--- config.mk ---
export PLATFORM = sky130hd
export DESIGN_NAME = index_field_encoder
export DESIGN_NICKNAME = d
export VERILOG_FILES = /design/src/rtl/ife_pkg.sv /design/src/rtl/ife_ctrl.sv /design/src/rtl/ife_dp.sv /design/src/rtl/index_field_encoder.sv
export SDC_FILE = /design/constraint.sdc
export NUM_CORES = 1
export LEC_CHECK = 0
export ABC_CLOCK_PERIOD_IN_PS = 4900
export BUFFER_PORTS_ARGS = -buffer_cell sky130_fd_sc_hd__buf_4
export CORE_ASPECT_RATIO = 1.4
export CORE_MARGIN = 10
export CORE_UTILIZATION = 46
export CTS_CLUSTER_SIZE = 8
export DETAILED_ROUTE_END_ITERATION = 12
export GPL_ROUTABILITY_DRIVEN = 0
export GPL_TIMING_DRIVEN = 0
export HOLD_SLACK_MARGIN = 0.06
export PLACE_DENSITY = 0.73
export SETUP_SLACK_MARGIN = 0.02
export SLEW_MARGIN = 0
export SYNTH_ARGS = -nofsm -noshare
export SYNTH_HDL_FRONTEND = slang
export SYNTH_SLANG_ARGS = --single-unit
--- constraint.sdc ---
create_clock -name i_clk -period 4.9 [get_ports i_clk]
set_clock_uncertainty 0.2 [all_clocks]
set_input_delay 0.245 -clock i_clk [delete_from_list [all_inputs] [get_ports i_clk]]
set_output_delay 0.245 -clock i_clk [all_outputs]
set_load 0.02 [all_outputs]
--- src/rtl/ife_pkg.sv ---
// ife_pkg: types, constants and the byte-wide crc-32 step for the index field encoder
// used by ife_ctrl, ife_dp, index_field_encoder and ife_checker; no dependencies
`timescale 1ns / 1ps
`default_nettype none
package ife_pkg;

    localparam int SIZE_W = 63;

    localparam logic [SIZE_W-1:0] USIZE_MIN = 63'd5;
    localparam logic [SIZE_W-1:0] USIZE_MAX = 63'h7FFF_FFFF_FFFF_FFFC;
    localparam logic [31:0]       CRC_POLY  = 32'hEDB8_8320;
    localparam logic [31:0]       CRC_INIT  = 32'hFFFF_FFFF;
    localparam logic [7:0]        BYTE_ZERO = 8'h00;

    // register index, taken from paddr[3]
    localparam logic              REG_RECORD_COUNT = 1'b0;

    typedef struct packed {
        logic              action;
        logic [SIZE_W-1:0] unpad_sz;
        logic [SIZE_W-1:0] raw_sz;
    } t_in_word;

    typedef struct packed {
        logic [7:0] out_byte;
        logic       last;
        logic       error;
    } t_out_word;

    typedef enum logic [1:0] {
        PH_HEADER,
        PH_RECORDS,
        PH_DONE,
        PH_FAILED
    } t_phase;

    typedef enum logic [1:0] {
        VLI_NONE,
        VLI_COUNT,
        VLI_USZ,
        VLI_CSZ
    } t_vli_src;

    typedef enum logic [2:0] {
        EMIT_NONE,
        EMIT_ZERO,
        EMIT_VLI,
        EMIT_CRC,
        EMIT_ERROR
    } t_emit_sel;

    typedef enum logic [3:0] {
        ST_IDLE,
        ST_DECIDE,
        ST_HDR_IND,
        ST_HDR_VLI,
        ST_USZ,
        ST_CSZ,
        ST_PAD,
        ST_CRC,
        ST_ERR
    } t_state;

    typedef struct packed {
        logic      capture;
        t_vli_src  vli_src;
        t_emit_sel emit;
        logic      last;
        logic      phase_wr;
        t_phase    phase_val;
        logic      count_rec;
    } t_dp_cmd;

    typedef struct packed {
        logic can_emit;
        logic vli_final;
        logic dead;
        logic bad;
        logic hdr_pending;
        logic action;
        logic pad_needed;
        logic crc_final;
    } t_dp_stat;

    // one byte through the reflected crc-32, lsb first
    function automatic logic [31:0] crc_byte(input logic [31:0] crc, input logic [7:0] b);
        logic [31:0] c;
        c = crc ^ {24'd0, b};
        for (int k = 0; k < 8; k++) begin
            c = c[0] ? ((c >> 1) ^ CRC_POLY) : (c >> 1);
        end
        return c;
    endfunction

endpackage
`default_nettype wire

--- src/rtl/ife_ctrl.sv ---
// ife_ctrl: sequencer for header, record sizes, padding, crc and error words
// depends on ife_pkg; drives ife_dp through t_dp_cmd and reads t_dp_stat
`timescale 1ns / 1ps
`default_nettype none
module ife_ctrl (
    input  wire logic              i_clk,
    input  wire logic              i_rst_n,
    input  wire logic              i_in_valid,
    output logic                   o_in_ready,
    input  wire ife_pkg::t_dp_stat i_stat,
    output ife_pkg::t_dp_cmd       o_cmd
);

    ife_pkg::t_state r_state, n_state;

    always_ff @(posedge i_clk) begin
        if (!i_rst_n) begin
            r_state <= ife_pkg::ST_IDLE;
        end else begin
            r_state <= n_state;
        end
    end

    always_comb begin
        n_state           = r_state;
        o_in_ready        = 1'b0;
        o_cmd.capture     = 1'b0;
        o_cmd.vli_src     = ife_pkg::VLI_NONE;
        o_cmd.emit        = ife_pkg::EMIT_NONE;
        o_cmd.last        = 1'b0;
        o_cmd.phase_wr    = 1'b0;
        o_cmd.phase_val   = ife_pkg::PH_FAILED;
        o_cmd.count_rec   = 1'b0;

        unique case (r_state)
            ife_pkg::ST_IDLE: begin
                o_in_ready = 1'b1;
                if (i_in_valid) begin
                    o_cmd.capture = 1'b1;
                    n_state       = ife_pkg::ST_DECIDE;
                end
            end
            ife_pkg::ST_DECIDE: begin
                priority if (i_stat.dead) begin
                    n_state = ife_pkg::ST_ERR;
                end else if (i_stat.bad) begin
                    o_cmd.phase_wr  = 1'b1;
                    o_cmd.phase_val = ife_pkg::PH_FAILED;
                    n_state         = ife_pkg::ST_ERR;
                end else begin
                    o_cmd.phase_wr  = 1'b1;
                    o_cmd.phase_val = i_stat.action ? ife_pkg::PH_DONE : ife_pkg::PH_RECORDS;
                    priority if (i_stat.hdr_pending) begin
                        n_state = ife_pkg::ST_HDR_IND;
                    end else if (!i_stat.action) begin
                        o_cmd.vli_src = ife_pkg::VLI_USZ;
                        n_state       = ife_pkg::ST_USZ;
                    end else begin
                        n_state = ife_pkg::ST_PAD;
                    end
                end
            end
            ife_pkg::ST_HDR_IND: begin
                o_cmd.emit = ife_pkg::EMIT_ZERO;
                if (i_stat.can_emit) begin
                    o_cmd.vli_src = ife_pkg::VLI_COUNT;
                    n_state       = ife_pkg::ST_HDR_VLI;
                end
            end
            ife_pkg::ST_HDR_VLI: begin
                o_cmd.emit = ife_pkg::EMIT_VLI;
                if (i_stat.can_emit && i_stat.vli_final) begin
                    if (!i_stat.action) begin
                        o_cmd.vli_src = ife_pkg::VLI_USZ;
                        n_state       = ife_pkg::ST_USZ;
                    end else begin
                        n_state = ife_pkg::ST_PAD;
                    end
                end
            end
            ife_pkg::ST_USZ: begin
                o_cmd.emit = ife_pkg::EMIT_VLI;
                if (i_stat.can_emit && i_stat.vli_final) begin
                    o_cmd.vli_src = ife_pkg::VLI_CSZ;
                    n_state       = ife_pkg::ST_CSZ;
                end
            end
            ife_pkg::ST_CSZ: begin
                o_cmd.emit = ife_pkg::EMIT_VLI;
                o_cmd.last = i_stat.vli_final;
                if (i_stat.can_emit && i_stat.vli_final) begin
                    o_cmd.count_rec = 1'b1;
                    n_state         = ife_pkg::ST_IDLE;
                end
            end
            ife_pkg::ST_PAD: begin
                // re-checked each cycle against the updated byte count
                if (i_stat.pad_needed) begin
                    o_cmd.emit = ife_pkg::EMIT_ZERO;
                end else begin
                    n_state = ife_pkg::ST_CRC;
                end
            end
            ife_pkg::ST_CRC: begin
                o_cmd.emit = ife_pkg::EMIT_CRC;
                o_cmd.last = i_stat.crc_final;
                if (i_stat.can_emit && i_stat.crc_final) begin
                    n_state = ife_pkg::ST_IDLE;
                end
            end
            ife_pkg::ST_ERR: begin
                o_cmd.emit = ife_pkg::EMIT_ERROR;
                o_cmd.last = 1'b1;
                if (i_stat.can_emit) begin
                    n_state = ife_pkg::ST_IDLE;
                end
            end
            default: begin
                n_state = ife_pkg::ST_IDLE;
            end
        endcase
    end

endmodule
`default_nettype wire

--- src/rtl/ife_dp.sv ---
// ife_dp: input capture, multibyte integer shifter, crc, counters and output register
// depends on ife_pkg; controlled by ife_ctrl
`timescale 1ns / 1ps
`default_nettype none
module ife_dp (
    input  wire logic                       i_clk,
    input  wire logic                       i_rst_n,
    input  wire ife_pkg::t_dp_cmd           i_cmd,
    output ife_pkg::t_dp_stat               o_stat,
    input  wire ife_pkg::t_in_word          i_in_word,
    input  wire logic [ife_pkg::SIZE_W-1:0] i_record_count,
    output logic                            o_out_valid,
    input  wire logic                       i_out_ready,
    output ife_pkg::t_out_word              o_out_word
);

    ife_pkg::t_in_word           r_in;
    ife_pkg::t_phase             r_phase;
    logic [31:0]                 r_crc;
    logic [1:0]                  r_bmf;
    logic [1:0]                  r_crc_idx;
    logic [ife_pkg::SIZE_W-1:0]  r_seen;
    logic [ife_pkg::SIZE_W-1:0]  r_vli;
    logic                        r_out_valid;
    ife_pkg::t_out_word          r_out;

    logic                        can_emit;
    logic                        do_emit;
    logic                        data_byte;
    logic [7:0]                  vli_byte;
    logic [31:0]                 crc_fin;
    ife_pkg::t_out_word          word;

    assign can_emit  = !r_out_valid || i_out_ready;
    assign do_emit   = (i_cmd.emit != ife_pkg::EMIT_NONE) && can_emit;
    assign data_byte = do_emit &&
                       (i_cmd.emit == ife_pkg::EMIT_ZERO || i_cmd.emit == ife_pkg::EMIT_VLI);
    assign vli_byte  = {(r_vli[ife_pkg::SIZE_W-1:7] != '0), r_vli[6:0]};
    assign crc_fin   = ~r_crc;

    always_comb begin
        word.last  = i_cmd.last;
        word.error = 1'b0;
        unique case (i_cmd.emit)
            ife_pkg::EMIT_ZERO:  word.out_byte = ife_pkg::BYTE_ZERO;
            ife_pkg::EMIT_VLI:   word.out_byte = vli_byte;
            ife_pkg::EMIT_CRC:   word.out_byte = crc_fin[{r_crc_idx, 3'b000} +: 8];
            ife_pkg::EMIT_ERROR: begin
                word.out_byte = ife_pkg::BYTE_ZERO;
                word.error    = 1'b1;
            end
            default:             word.out_byte = ife_pkg::BYTE_ZERO;
        endcase
    end

    always_comb begin
        o_stat.can_emit    = can_emit;
        o_stat.vli_final   = (r_vli[ife_pkg::SIZE_W-1:7] == '0);
        o_stat.dead        = (r_phase == ife_pkg::PH_DONE) || (r_phase == ife_pkg::PH_FAILED);
        o_stat.hdr_pending = (r_phase == ife_pkg::PH_HEADER);
        o_stat.action      = r_in.action;
        o_stat.pad_needed  = (r_bmf != 2'd0);
        o_stat.crc_final   = (r_crc_idx == 2'd3);
        if (!r_in.action) begin
            o_stat.bad = (r_in.unpad_sz < ife_pkg::USIZE_MIN) ||
                         (r_in.unpad_sz > ife_pkg::USIZE_MAX) ||
                         (r_seen >= i_record_count);
        end else begin
            o_stat.bad = (r_seen != i_record_count);
        end
    end

    // payload registers
    always_ff @(posedge i_clk) begin
        if (i_cmd.capture) begin
            r_in <= i_in_word;
        end
        unique case (i_cmd.vli_src)
            ife_pkg::VLI_COUNT: r_vli <= i_record_count;
            ife_pkg::VLI_USZ:   r_vli <= r_in.unpad_sz;
            ife_pkg::VLI_CSZ:   r_vli <= r_in.raw_sz;
            default: begin
                if (do_emit && i_cmd.emit == ife_pkg::EMIT_VLI) begin
                    r_vli <= {7'd0, r_vli[ife_pkg::SIZE_W-1:7]};
                end
            end
        endcase
        if (do_emit) begin
            r_out <= word;
        end
    end

    always_ff @(posedge i_clk) begin
        if (!i_rst_n) begin
            r_phase     <= ife_pkg::PH_HEADER;
            r_crc       <= ife_pkg::CRC_INIT;
            r_bmf       <= 2'd0;
            r_crc_idx   <= 2'd0;
            r_seen      <= '0;
            r_out_valid <= 1'b0;
        end else begin
            if (i_cmd.phase_wr) begin
                r_phase <= i_cmd.phase_val;
            end
            if (data_byte) begin
                r_crc <= ife_pkg::crc_byte(r_crc, word.out_byte);
                r_bmf <= r_bmf + 2'd1;
            end
            if (do_emit && i_cmd.emit == ife_pkg::EMIT_CRC) begin
                r_crc_idx <= r_crc_idx + 2'd1;
            end
            if (i_cmd.count_rec) begin
                r_seen <= r_seen + 1'b1;
            end
            if (do_emit) begin
                r_out_valid <= 1'b1;
            end else if (i_out_ready) begin
                r_out_valid <= 1'b0;
            end
        end
    end

    assign o_out_valid = r_out_valid;
    assign o_out_word  = r_out;

endmodule
`default_nettype wire

--- src/rtl/index_field_encoder.sv ---
// index field encoder: one word in, index bytes out, one byte per cycle unless stalled
// order: capture of the input word, the decide state, then the first byte registered at the
// output; a finish with no header and no padding passes the pad state before its crc byte;
// a record gives n bytes (up to 28 with the header), a finish pad + 4 crc (+ header) bytes,
// an error one word; a new input word is taken only once the sequencer is back in idle
// reset: i_rst_n synchronous active low; phase to header pending, crc to all ones,
// counters and record_count to zero, output word dropped
`timescale 1ns / 1ps
`default_nettype none
module index_field_encoder (
    input  wire logic               i_clk,
    input  wire logic               i_rst_n,
    input  wire logic               i_in_valid,
    output logic                    o_in_ready,
    input  wire ife_pkg::t_in_word  i_in_word,
    output logic                    o_out_valid,
    input  wire logic               i_out_ready,
    output ife_pkg::t_out_word      o_out_word,
    input  wire logic               psel,
    input  wire logic               penable,
    input  wire logic               pwrite,
    input  wire logic [3:0]         paddr,
    input  wire logic [63:0]        pwdata,
    output logic [63:0]             prdata,
    output logic                    pready
);

    logic [ife_pkg::SIZE_W-1:0] r_record_count;
    ife_pkg::t_dp_cmd           cmd;
    ife_pkg::t_dp_stat          stat;
    logic                       wr_en;

    assign pready = 1'b1;
    assign wr_en  = psel && penable && pwrite && (paddr[3] == ife_pkg::REG_RECORD_COUNT);

    always_ff @(posedge i_clk) begin
        if (!i_rst_n) begin
            r_record_count <= '0;
        end else if (wr_en) begin
            r_record_count <= pwdata[ife_pkg::SIZE_W-1:0];
        end
    end

    assign prdata = (paddr[3] == ife_pkg::REG_RECORD_COUNT) ? {1'b0, r_record_count} : 64'd0;

    ife_ctrl u_ctrl (
        .i_clk      (i_clk),
        .i_rst_n    (i_rst_n),
        .i_in_valid (i_in_valid),
        .o_in_ready (o_in_ready),
        .i_stat     (stat),
        .o_cmd      (cmd)
    );

    ife_dp u_dp (
        .i_clk          (i_clk),
        .i_rst_n        (i_rst_n),
        .i_cmd          (cmd),
        .o_stat         (stat),
        .i_in_word      (i_in_word),
        .i_record_count (r_record_count),
        .o_out_valid    (o_out_valid),
        .i_out_ready    (i_out_ready),
        .o_out_word     (o_out_word)
    );

endmodule
`default_nettype wire

==> impl_metrics.json <==
{
  "outcome": "finished, final reports clean",
  "end_kind": "flip-flop",
  "numPortBuffers": 271,
  "startpoint_type": "flip-flop",
  "initial_core_util_pct": 46.3,
  "clock-sinks": 369,
  "drive_gt1_share_pct": 18.5,
  "ios": 279,
  "layout_commonest_cell": "nand2_1",
  "rows": 86,
  "core_area_sq_um": 39300,
  "relSlewSlack_pct": 30.0,
  "yosys_warnings": 0,
  "n_fill_cell": 3006,
  "tightest_slew_ps": 1040,
  "drt_iter0_drc": 1444,
  "syn_area_sq_um": 18200,
  "ys_types": 72,
  "rsz0062_at_grt": "no",
  "place_area_sq_um": 21000,
  "final_antenna_net_count": 0,
  "vias": 16289,
  "cts_setup_buffers": 0,
  "crit_start": "u_dp.r_vli[31]",
  "cts_buffers": 52,
  "setup-violations-final": 0,
  "grt.total_usage_pct": 26.5,
  "die_h_microns": 255,
  "avgSynthCellArea_sq_um": 10.3,
  "die_w_microns": 188,
  "cp.depth": 10,
  "ys_seq_area_share_pct": 51.6,
  "cts.path.max_buffers": 3,
  "final_cell_mix": "nand2_1, buf_4, edfxtp_1",
  "hold_class": "input pin to flip-flop",
  "dieArea_sq_um": 48000,
  "final_core_util_pct": 62.1,
  "slowest_stage": "nor4_2",
  "grt_pass1_wl_mm": 98.9,
  "async_reset_ff_share_pct": 0,
  "clkLatencyLatePin_ps": 590,
  "reg2reg_depth": 10,
  "maxSlewViolCount": 0,
  "cts_root_buffer": "clkbuf_16",
  "post-route-period-util_pct": 95.6,
  "cp.buffers_inverters": 2,
  "critPathKind": "flip-flop to flip-flop",
  "fin_area_sq_um": 24400,
  "crit_family": "simple AND/OR/NAND/NOR gates",
  "cts_tree": "done",
  "synthFlopType": "edfxtp_1",
  "finalNonFillerCells": 2850,
  "crit_path_max_fanout": 10,
  "power.density_nw_per_um2": 483,
  "grt_pass1_vias": 17012,
  "remaining_drc_errors": 0,
  "htreeDepth": 2,
  "synthesis.nets": 2035,
  "grt-ovfl-total": 0,
  "r2r-end": "u_dp.r_vli[15]",
  "wirelength_mm": 66.2,
  "fin_setup_tns_ps": 0,
  "path_cells": "nor4_1 > nand4_1 > nor4_2 > nand2_1 > nor4_2 > buf_2 > buf_1 > a22oi_1 > nand2_1 > mux2_2",
  "maxCapViolCount": 0,
  "synth_cells": 1767,
  "antenna_found_initial": 4,
  "place_ws_ps": 199,
  "endpoint": "u_dp.r_vli[15]",
  "cp.arrival_ps": 4940,
  "ys_seq_elements": 369,
  "area_growth_pct": 34.1,
  "max_stage_delay_ps": 760,
  "wire_per_inst_microns": 23.2,
  "first_pass_iters": 6,
  "nNetsFinal": 2554,
  "r2r_setup_slack_ps": 220,
  "path_clk_slew_ps": 50,
  "cp.required_ps": 5160,
  "p_leak_uw": 0.00969,
  "hold_viol": 0,
  "fin_ws_ps": 215,
  "r2r-start": "u_dp.r_vli[31]",
  "grt_max_degree": 75,
  "place_inst": 2569,
  "holdPathStages": 4,
  "fmax_mhz": 213,
  "via_per_inst": 5.72,
  "peakVddDrop_mv": 0.366,
  "dp_hpwl_mm": 48.4,
  "min_period_ps": 4680,
  "synth_edf_count": 200
}
cell type report:
class | count | area [sq um] | share of cell area, %
antenna | 3 | 7.51 | 0.0308
buffer | 87 | 369 | 1.51
clock buffer | 84 | 1450 | 5.95
clock inverter | 3 | 46.3 | 0.190
inverter | 86 | 323 | 1.32
multi-input combinational | 1225 | 8140 | 33.3
sequential | 369 | 9390 | 38.5
tap | 528 | 661 | 2.71
timing repair buffer | 465 | 4020 | 16.5
worst reg2reg max path: stages, from the launching register on:
cell,delay [ps]
edfxtp_1,410
nor4_1,640
nand4_1,230
nor4_2,760
nand2_1,350
nor4_2,540
buf_2,320
buf_1,590
a22oi_1,250
nand2_1,120
mux2_2,150
synthesized netlist by cell type, drive strengths merged (31+ instances only):
library cell / n / area (sq um)
a21boi: 85 / 638
a22oi: 59 / 443
and2: 42 / 263
clkbuf: 70 / 263
dfxtp: 169 / 3380
edfxtp: 200 / 6010
ha: 66 / 826
inv: 86 / 323
mux2: 55 / 619
nand2: 322 / 1210
nand3: 31 / 160
nand4: 46 / 288
nor2: 89 / 334
nor4: 44 / 297
o21ai: 36 / 180
xnor2: 80 / 738
xor2: 36 / 364
through the flow:
step                hold slack [ps]  power (uW)
floorplan                       144        7020
global placement                224        8100
detailed placement              224        8190
CTS                            84.6       11700
global route                    178       12200
finish                          110       11800
worst min-delay path by stage:
stage                              start               end
final                        i_out_ready  u_dp.o_out_valid
after global routing       i_in_word[76]     u_dp.r_in[76]
after CTS                    i_out_ready  u_dp.o_out_valid
after detailed placement   i_in_word[58]     u_dp.r_in[58]
after global placement    i_in_word[126]    u_dp.o_stat[2]
after floorplan           i_in_word[126]    u_dp.o_stat[2]
kinds of logic after synthesis:
| family | count (synthesis) | synth area share (%) |
|---|---|---|
| AND/OR/NAND/NOR | 674 | 17.5 |
| flip-flops | 369 | 51.6 |
| AO/OA/AOI/OAI | 299 | 11.7 |
| buffers and inverters | 173 | 3.80 |
| XOR/XNOR | 117 | 6.18 |
| adder cells (fa/ha/maj) | 67 | 4.59 |
| multiplexers | 66 | 4.56 |
| other | 2 | 0.0413 |
state kept, by name (all words and copies together) (netlist names):
signal / cells
u_dp.r_in: 126
r_record_count: 63
u_dp.r_seen: 63
u_dp.r_vli: 63
u_dp.r_crc: 32
u_dp.o_out_word: 10
u_ctrl.r_state: 4
u_dp.r_bmf: 2
u_dp.r_crc_idx: 2
u_dp.r_phase: 2
u_dp.o_out_valid: 1
u_dp.o_stat: 1
layer usage:
metal,track usage (%),vias up,share of wire [%]
met5,0,-,0.030
met1,27.3,7719,34
li1,-,7328,-
met4,19.9,2,8.0
met3,4.65,299,7.4
met2,47.2,941,51
power breakdown:
group	switching, uW	internal (uW)
clock	1380	2000
sequential	530	4240
combinational	2110	1520
repair_timing:
item                                   CTS  global route
endpoints found under the hold margin  191             0
hold buffers                           191             0
setup endpoints to repair                0             3
resized for setup                        0             1
Note: power is estimated with default switching activity, not from simulation.
